===== config.mk =====
export PLATFORM = sky130hd
export DESIGN_NAME = sorted_multiset_insert_delete_flat
export DESIGN_NICKNAME = d
export VERILOG_FILES = /design/src/rtl/smid_pkg.sv /design/src/rtl/smid_in_if.sv /design/src/rtl/smid_out_if.sv /design/src/rtl/sorted_multiset_insert_delete.sv /design/src/rtl/smid_ram.sv /design/src/flat_wrapper.sv
export SDC_FILE = /design/constraint.sdc
export NUM_CORES = 2
export LEC_CHECK = 0
export BUFFER_PORTS_ARGS = -buffer_cell sky130_fd_sc_hd__buf_4
export CORE_ASPECT_RATIO = 0.6
export CORE_UTILIZATION = 54
export CTS_BUF_LIST = sky130_fd_sc_hd__clkbuf_8
export DETAILED_ROUTE_END_ITERATION = 8
export PLACE_DENSITY = 0.7
export SLEW_MARGIN = 25
export SYNTH_ARGS = -nofsm -noshare
export SYNTH_HDL_FRONTEND = slang
export SYNTH_SLANG_ARGS = --single-unit

===== constraint.sdc =====
create_clock -name clk -period 7.6 [get_ports clk]
set_input_delay 0.76 -clock clk [delete_from_list [all_inputs] [get_ports clk]]
set_output_delay 0.76 -clock clk [all_outputs]
set_load 0.005 [all_outputs]

===== src/rtl/smid_pkg.sv =====
// Package for the sorted multiset insert/delete block.
// Holds store sizing constants, op codes and field conversion helpers.
`default_nettype none

package smid_pkg;

    localparam int CAPACITY = 32;
    localparam int ADDR_W   = (CAPACITY > 1) ? $clog2(CAPACITY) : 1;
    localparam int CNT_W    = $clog2(CAPACITY + 1);
    localparam int VALUE_W  = 32;
    localparam int POS_W    = 5;
    localparam int COUNT_W  = 6;

    localparam logic OP_INSERT = 1'b0;
    localparam logic OP_DELETE = 1'b1;

    function automatic logic [POS_W-1:0] pos_of(input logic [CNT_W-1:0] k);
        logic [CNT_W+POS_W-1:0] tmp;
        tmp = {{POS_W{1'b0}}, k};
        return tmp[POS_W-1:0];
    endfunction

    function automatic logic [COUNT_W-1:0] count_of(input logic [CNT_W-1:0] c);
        logic [CNT_W+COUNT_W-1:0] tmp;
        tmp = {{COUNT_W{1'b0}}, c};
        return tmp[COUNT_W-1:0];
    endfunction

endpackage

`default_nettype wire


===== src/rtl/smid_in_if.sv =====
// Command channel: one word carries an op and a signed value.
// Depends on smid_pkg for the value width.
`default_nettype none

interface smid_in_if
    import smid_pkg::*;
();
    logic                      valid;
    logic                      ready;
    logic                      op;
    logic signed [VALUE_W-1:0] value;

    modport source(output valid, output op, output value, input ready);
    modport sink(input valid, input op, input value, output ready);
endinterface

`default_nettype wire


===== src/rtl/smid_out_if.sv =====
// Result channel: one word per stored entry, in ascending order, or one is_empty word.
// Depends on smid_pkg for field widths.
`default_nettype none

interface smid_out_if
    import smid_pkg::*;
();
    logic                      valid;
    logic                      ready;
    logic signed [VALUE_W-1:0] entry_value;
    logic [POS_W-1:0]          position;
    logic [COUNT_W-1:0]        entry_count;
    logic                      is_last;
    logic                      is_empty;
    logic                      dropped_full;

    modport source(output valid, output entry_value, output position, output entry_count,
                   output is_last, output is_empty, output dropped_full, input ready);
    modport sink(input valid, input entry_value, input position, input entry_count,
                 input is_last, input is_empty, input dropped_full, output ready);
endinterface

`default_nettype wire


===== src/rtl/sorted_multiset_insert_delete.sv =====
// Sorted multiset insert/delete: top level with sequencer and shared compare.
// Depends on smid_pkg, smid_in_if, smid_out_if and smid_ram.
//
// Usage:
//   cmd carries one word per operation: op (insert or delete) and a signed value.
//   An insert places the value after any equal entries; a delete removes every
//   equal entry. Inserting into a full store leaves it unchanged and flags
//   dropped_full on every result word of that run.
//   After each command, rsp delivers the whole store in ascending order, one
//   word per entry, is_last on the final one; an empty store gives a single
//   word with is_empty set.
//   One command at a time: cmd.ready is high only while the block is idle.
//   Each accepted command is paced by one registered-read RAM port and one
//   compare per entry: an insert shifts larger entries up from the top, a
//   delete compacts survivors down; a refused insert goes straight to readout.
//   Readout then reads, loads and holds each result word (the empty word skips
//   the load), and cmd.ready returns the cycle after the last word is taken.
//   A stalled rsp simply holds the current word until taken.
//   Reset (rst_n low, asynchronous) empties the store; no clearing pass is
//   needed and cmd.ready rises right after reset.
`default_nettype none

module sorted_multiset_insert_delete
    import smid_pkg::*;
(
    input  wire logic  clk,
    input  wire logic  rst_n,
    smid_in_if.sink    cmd,
    smid_out_if.source rsp
);

    typedef enum logic [7:0] {
        S_IDLE      = 8'b0000_0001,
        S_INS_RD    = 8'b0000_0010,
        S_INS_CMP   = 8'b0000_0100,
        S_DEL_RD    = 8'b0000_1000,
        S_DEL_CMP   = 8'b0001_0000,
        S_EMIT_RD   = 8'b0010_0000,
        S_EMIT_LD   = 8'b0100_0000,
        S_EMIT_HOLD = 8'b1000_0000
    } state_t;

    state_t                    state_reg, state_next;
    logic [CNT_W-1:0]          held_reg, held_next;
    logic [CNT_W-1:0]          idx_reg, idx_next;
    logic [CNT_W-1:0]          wr_reg, wr_next;
    logic signed [VALUE_W-1:0] value_reg, value_next;
    logic                      dropped_reg, dropped_next;

    logic signed [VALUE_W-1:0] ent_reg, ent_next;
    logic [POS_W-1:0]          pos_reg, pos_next;
    logic [COUNT_W-1:0]        cnt_reg, cnt_next;
    logic                      last_reg, last_next;
    logic                      empty_reg, empty_next;

    logic                      ram_we;
    logic [ADDR_W-1:0]         ram_waddr;
    logic [VALUE_W-1:0]        ram_wdata;
    logic [ADDR_W-1:0]         ram_raddr;
    logic [VALUE_W-1:0]        ram_rdata;

    logic [CNT_W-1:0]          idx_dec;
    logic [CNT_W-1:0]          idx_inc;
    logic                      cmp_gt;
    logic                      cmp_eq;

    smid_ram #(
        .WIDTH(VALUE_W),
        .DEPTH(CAPACITY)
    ) u_ram (
        .clk  (clk),
        .we   (ram_we),
        .waddr(ram_waddr),
        .wdata(ram_wdata),
        .raddr(ram_raddr),
        .rdata(ram_rdata)
    );

    assign idx_dec   = idx_reg - 1'b1;
    assign idx_inc   = idx_reg + 1'b1;
    assign ram_raddr = (state_reg == S_INS_RD) ? idx_dec[ADDR_W-1:0] : idx_reg[ADDR_W-1:0];

    // shared compare unit
    assign cmp_gt = $signed(ram_rdata) > value_reg;
    assign cmp_eq = $signed(ram_rdata) == value_reg;

    assign cmd.ready        = (state_reg == S_IDLE);
    assign rsp.valid        = (state_reg == S_EMIT_HOLD);
    assign rsp.entry_value  = ent_reg;
    assign rsp.position     = pos_reg;
    assign rsp.entry_count  = cnt_reg;
    assign rsp.is_last      = last_reg;
    assign rsp.is_empty     = empty_reg;
    assign rsp.dropped_full = dropped_reg;

    always_comb
    begin
        state_next   = state_reg;
        held_next    = held_reg;
        idx_next     = idx_reg;
        wr_next      = wr_reg;
        value_next   = value_reg;
        dropped_next = dropped_reg;
        ent_next     = ent_reg;
        pos_next     = pos_reg;
        cnt_next     = cnt_reg;
        last_next    = last_reg;
        empty_next   = empty_reg;
        ram_we       = 1'b0;
        ram_waddr    = idx_reg[ADDR_W-1:0];
        ram_wdata    = ram_rdata;

        case (state_reg)
            S_IDLE:
            begin
                if (cmd.valid)
                begin
                    value_next   = cmd.value;
                    dropped_next = 1'b0;
                    wr_next      = '0;
                    if (cmd.op == OP_DELETE)
                    begin
                        idx_next   = '0;
                        state_next = S_DEL_RD;
                    end
                    else if (held_reg == CNT_W'(CAPACITY))
                    begin
                        dropped_next = 1'b1;
                        idx_next     = '0;
                        state_next   = S_EMIT_RD;
                    end
                    else
                    begin
                        idx_next   = held_reg;
                        state_next = S_INS_RD;
                    end
                end
            end
            S_INS_RD:
            begin
                if (idx_reg == '0)
                begin
                    ram_we     = 1'b1;
                    ram_wdata  = value_reg;
                    held_next  = held_reg + 1'b1;
                    state_next = S_EMIT_RD;
                end
                else
                begin
                    state_next = S_INS_CMP;
                end
            end
            S_INS_CMP:
            begin
                ram_we = 1'b1;
                if (cmp_gt)
                begin
                    idx_next   = idx_dec;
                    state_next = S_INS_RD;
                end
                else
                begin
                    ram_wdata  = value_reg;
                    held_next  = held_reg + 1'b1;
                    idx_next   = '0;
                    state_next = S_EMIT_RD;
                end
            end
            S_DEL_RD:
            begin
                if (idx_reg == held_reg)
                begin
                    held_next  = wr_reg;
                    idx_next   = '0;
                    state_next = S_EMIT_RD;
                end
                else
                begin
                    state_next = S_DEL_CMP;
                end
            end
            S_DEL_CMP:
            begin
                // compact survivors down; write index never passes read index
                if (!cmp_eq)
                begin
                    ram_we    = 1'b1;
                    ram_waddr = wr_reg[ADDR_W-1:0];
                    wr_next   = wr_reg + 1'b1;
                end
                idx_next   = idx_inc;
                state_next = S_DEL_RD;
            end
            S_EMIT_RD:
            begin
                if (held_reg == '0)
                begin
                    ent_next   = '0;
                    pos_next   = '0;
                    cnt_next   = '0;
                    last_next  = 1'b1;
                    empty_next = 1'b1;
                    state_next = S_EMIT_HOLD;
                end
                else
                begin
                    state_next = S_EMIT_LD;
                end
            end
            S_EMIT_LD:
            begin
                ent_next   = $signed(ram_rdata);
                pos_next   = pos_of(idx_reg);
                cnt_next   = count_of(held_reg);
                last_next  = (idx_inc == held_reg);
                empty_next = 1'b0;
                state_next = S_EMIT_HOLD;
            end
            S_EMIT_HOLD:
            begin
                if (rsp.ready)
                begin
                    if (last_reg)
                    begin
                        state_next = S_IDLE;
                    end
                    else
                    begin
                        idx_next   = idx_inc;
                        state_next = S_EMIT_RD;
                    end
                end
            end
            default:
            begin
                state_next = S_IDLE;
            end
        endcase
    end

    always_ff @(posedge clk or negedge rst_n)
    begin
        if (!rst_n)
        begin
            state_reg   <= S_IDLE;
            held_reg    <= '0;
            idx_reg     <= '0;
            wr_reg      <= '0;
            dropped_reg <= 1'b0;
            last_reg    <= 1'b0;
            empty_reg   <= 1'b0;
        end
        else
        begin
            state_reg   <= state_next;
            held_reg    <= held_next;
            idx_reg     <= idx_next;
            wr_reg      <= wr_next;
            dropped_reg <= dropped_next;
            last_reg    <= last_next;
            empty_reg   <= empty_next;
        end
    end

    always_ff @(posedge clk)
    begin
        value_reg <= value_next;
        ent_reg   <= ent_next;
        pos_reg   <= pos_next;
        cnt_reg   <= cnt_next;
    end

    a_held_bound: assert property (@(posedge clk) disable iff (!rst_n)
        held_reg <= CNT_W'(CAPACITY))
        else $error("held count exceeds capacity");

    a_one_at_a_time: assert property (@(posedge clk) disable iff (!rst_n)
        !(cmd.ready && rsp.valid))
        else $error("command accepted while a result word is pending");

    a_compact_order: assert property (@(posedge clk) disable iff (!rst_n)
        (state_reg == S_DEL_CMP) |-> (wr_reg <= idx_reg))
        else $error("compaction write overtook read");

    a_empty_word: assert property (@(posedge clk) disable iff (!rst_n)
        (rsp.valid && rsp.is_empty) |-> (rsp.is_last && rsp.entry_count == '0))
        else $error("empty word malformed");

    a_drop_full: assert property (@(posedge clk) disable iff (!rst_n)
        (rsp.valid && rsp.dropped_full) |-> (held_reg == CNT_W'(CAPACITY)))
        else $error("drop flagged with room in store");

endmodule

`default_nettype wire


===== src/rtl/smid_ram.sv =====
// Generic simple dual-port RAM: one write port, one registered read port.
// No dependencies.
`default_nettype none

module smid_ram #(
    parameter int WIDTH = 32,
    parameter int DEPTH = 32
) (
    input  wire logic                                   clk,
    input  wire logic                                   we,
    input  wire logic [((DEPTH > 1) ? $clog2(DEPTH) : 1)-1:0] waddr,
    input  wire logic [WIDTH-1:0]                       wdata,
    input  wire logic [((DEPTH > 1) ? $clog2(DEPTH) : 1)-1:0] raddr,
    output logic      [WIDTH-1:0]                       rdata
);

    logic [WIDTH-1:0] mem [DEPTH];

    always_ff @(posedge clk)
    begin
        if (we)
        begin
            mem[waddr] <= wdata;
        end
        rdata <= mem[raddr];
    end

endmodule

`default_nettype wire


===== src/flat_wrapper.sv =====
// flat-port wrapper written by rule: the top's interface ports become plain ports
module sorted_multiset_insert_delete_flat import smid_pkg::*;
  (clk, rst_n, cmd_valid, cmd_op, cmd_value, cmd_ready, rsp_valid, rsp_entry_value, rsp_position, rsp_entry_count, rsp_is_last, rsp_is_empty, rsp_dropped_full, rsp_ready);
  smid_in_if cmd_i ();
  smid_out_if rsp_i ();
  input  wire logic clk;
  input  wire logic rst_n;
  input wire logic [$bits(cmd_i.valid)-1:0] cmd_valid;
  input wire logic [$bits(cmd_i.op)-1:0] cmd_op;
  input wire logic [$bits(cmd_i.value)-1:0] cmd_value;
  output wire logic [$bits(cmd_i.ready)-1:0] cmd_ready;
  output wire logic [$bits(rsp_i.valid)-1:0] rsp_valid;
  output wire logic [$bits(rsp_i.entry_value)-1:0] rsp_entry_value;
  output wire logic [$bits(rsp_i.position)-1:0] rsp_position;
  output wire logic [$bits(rsp_i.entry_count)-1:0] rsp_entry_count;
  output wire logic [$bits(rsp_i.is_last)-1:0] rsp_is_last;
  output wire logic [$bits(rsp_i.is_empty)-1:0] rsp_is_empty;
  output wire logic [$bits(rsp_i.dropped_full)-1:0] rsp_dropped_full;
  input wire logic [$bits(rsp_i.ready)-1:0] rsp_ready;
  assign cmd_i.valid = cmd_valid;
  assign cmd_i.op = cmd_op;
  assign cmd_i.value = cmd_value;
  assign cmd_ready = cmd_i.ready;
  assign rsp_valid = rsp_i.valid;
  assign rsp_entry_value = rsp_i.entry_value;
  assign rsp_position = rsp_i.position;
  assign rsp_entry_count = rsp_i.entry_count;
  assign rsp_is_last = rsp_i.is_last;
  assign rsp_is_empty = rsp_i.is_empty;
  assign rsp_dropped_full = rsp_i.dropped_full;
  assign rsp_i.ready = rsp_ready;
  sorted_multiset_insert_delete u_core (.clk(clk), .rst_n(rst_n), .cmd(cmd_i), .rsp(rsp_i));
endmodule

==> flow_metrics.tcl <==
set metrics [dict create \
    status "completed" \
    synth.yosys.seq_area_share 0.605 \
    drc_errors 0 \
    skew_ns 0.0407 \
    area_growth_pct 10.9 \
    avgViaCountPerCell 6.81 \
    route.final.wire_length_um 170000 \
    regMostFlops "u_core.u_ram.mem" \
    drv_slew 0 \
    peakVddDrop_v 0.000363 \
    root_buffer "clkbuf_8" \
    rr_startpoint "u_core.idx_reg[1]" \
    core_area_sq_um 103000 \
    synth_seq_cells 1160 \
    tritoncts "yes" \
    path_common_cell "buf_12" \
    share_seq_of_total_power 0.351 \
    power.leakage_nw 22.5 \
    drt_iter0_drc 4722 \
    synth_enable_flop_cells 1099 \
    seq_area_sq_um 34400 \
    cp-endpoint "u_core.u_ram.rdata[13]" \
    overflow 0 \
    ctsHtreeMaxLevel 4 \
    multi_input_area_sq_um 21400 \
    reg2reg_setup_slack_ns 2.88 \
    clk_pin_slew_worst_paths_ns 0.06 \
    total_power_mw 24.7 \
    drive_gt1_frac 0.197 \
    fin_setup_tns_ns 0 \
    antenna_found_initial 6 \
    netlist-cell-type-count 73 \
    rsz0062_at_grt "false" \
    yosysWarnings 0 \
    cp_slowest_cell "buf_4" \
    p_per_area_nw_per_um2 392 \
    whs_ns 0.0599 \
    crit_type "reg2reg" \
    ys_async_sr_fraction 0.0250 \
    fin_crit_ns 4.72 \
    tightestPinTransition_ns 1.19 \
    dr_total_vias 35900 \
    combPwrFrac 0.441 \
    clock_latency_ns 0.92 \
    grt_pass1_wl_um 243000 \
    finish.utilization 0.608 \
    cp_max_fo 154 \
    start_util 0.548 \
    final_common_cell "edfxtp_1" \
    hold_viol_final 0 \
    cp.arrival_ns 5.53 \
    max_freq_ghz 0.212 \
    nFillCells 7516 \
    hold_class "in2reg" \
    largest_reg_flops 1024 \
    cts_resized 0 \
    critPathCaptureType "flip-flop" \
    worst_slew_margin_rel 0.205 \
    p_clk_frac 0.208 \
    finalNetCount 3793 \
    place_hpwl_um 93200 \
    cts_buffer_depth 3 \
    row_count 91 \
    synth_fp_nets 3710 \
    track_usage 0.320 \
    crit_start "u_core.idx_reg[1]" \
    postRouteAntennaNets 0 \
    grt_pass1_vias 35400 \
    rr_worst_depth 9 \
    wl_per_cell_um 32.2 \
    postSynthAreaPerCell_sq_um 15.6 \
    path_cells "buf_12 > buf_16 > buf_4 > buf_12 > mux2i_1 > mux4_2 > o221a_2 > o21a_1 > a221oi_2" \
    reg2reg_to "u_core.u_ram.rdata[13]" \
    finalWorstSetupSlack_ns 2.88 \
    num_io_pins 85 \
    max_stage_delay_ns 0.71 \
    final_cell_mix "edfxtp_1 (1099), mux2i_1 (900), a211oi_1 (259)" \
    portBuffers 84 \
    cts.sinks 1160 \
    die_area_sq_um 106000 \
    synth_ff_type "edfxtp_1" \
    drv_cap 0 \
    crit_path_start_kind "flip-flop" \
    worstPathRequired_ns 8.41 \
    fin_crit_sh 0.621 \
    routabilityCongestion 0.901 \
    setup_violations 0 \
    cts_buffers 170 \
    die_w_um 421 \
    p_switching_mw 9.16 \
    post-place-ws_ns 3.13 \
    synth_cells 3636 \
    first_pass_iters 6 \
    switching_share 0.371 \
    die_height_um 253 \
    syn_area_sq_um 56800 \
    internal_power_mw 15.5 \
    worstHoldStart "cmd_value[23]" \
    grt_max_degree 178 \
]
synthesized netlist by cell type (37+ instances only):
cell	n	share of area
nand2_1	104	0.0069
clkbuf_1	162	0.011
inv_1	42	0.0028
a211oi_1	259	0.034
mux4_2	188	0.075
and2_1	45	0.0050
o31ai_1	60	0.0079
nor2b_1	132	0.015
nor2_1	66	0.0044
o221a_2	37	0.0073
edfxtp_1	1099	0.58
mux2i_1	900	0.16
ha_1	37	0.0082
buf_2	61	0.0054
layer usage:
metal,vias to the layer above,global-route usage,share of wire,wire length (um)
met3,370,0.0761,0.11,18800
met5,-,0,0,0
li1,14900,-,-,-
met2,2194,0.473,0.44,74600
met4,0,0.116,0.033,5610
met1,18400,0.462,0.42,70800
final cells by class:
type / count / share of cell area
clock buffers: 195 / 0.0426
well taps: 1395 / 0.0277
flip-flops and latches: 1160 / 0.546
multi-input cells: 2155 / 0.341
repair buffers: 189 / 0.0289
inverters: 43 / 0.00264
diodes: 5 / 0.000199
clock inverters: 122 / 0.0115
worst min path at each step:
stage                                      end  slack, ns  cells after the start
final                     u_core.value_reg[23]       0.06                      1
after global routing       u_core.value_reg[0]       0.03                      1
after CTS                  u_core.value_reg[0]     0.0006                      1
after detailed placement   u_core.rsp.is_empty       0.52                      2
after global placement     u_core.rsp.is_empty       0.49                      2
after floorplan             u_core.held_reg[0]       0.46                      0
power by group through the flow:
| stage | clock network, mW | registers, mW | logic (mW) |
|---|---|---|---|
| finish | 5.14 | 8.66 | 10.9 |
| floorplan | 0 | 8.54 | 8.23 |
| global route | 5.46 | 8.67 | 11.5 |
| CTS | 5.19 | 8.63 | 10.7 |
| detailed placement | 0 | 8.77 | 10.7 |
| global placement | 0 | 8.75 | 10.3 |
stage by stage:
stage          cell area, sq um  std cells
3_5_place_dp              59400       4931
2_1_floorplan             56800       3636
4_1_cts                   62800       5256
5_1_grt                   63000       5261
6_report                  63000       5264
3_3_place_gp              59100       4922
cells by family after synthesis:
family,synth area share
AND/OR/NAND/NOR,0.0401
multiplexers,0.240
XOR/XNOR,0.00401
AO/OA/AOI/OAI,0.0778
buffers and inverters,0.0243
adder cells (fa/ha/maj),0.00816
flip-flops,0.605
critical path: cells and delay by family (launching register included):
family | cells | cell delay [ns]
compound gates | 3 | 0.64
buf+inv | 4 | 2.17
flops | 1 | 0.44
mux | 2 | 0.76
timing repair:
action                                 in CTS  in global routing
setup buffers                               0                  0
endpoints found under the hold margin      35                  0
hold buffers                                8                  0
(Power assumes the default switching activity.)
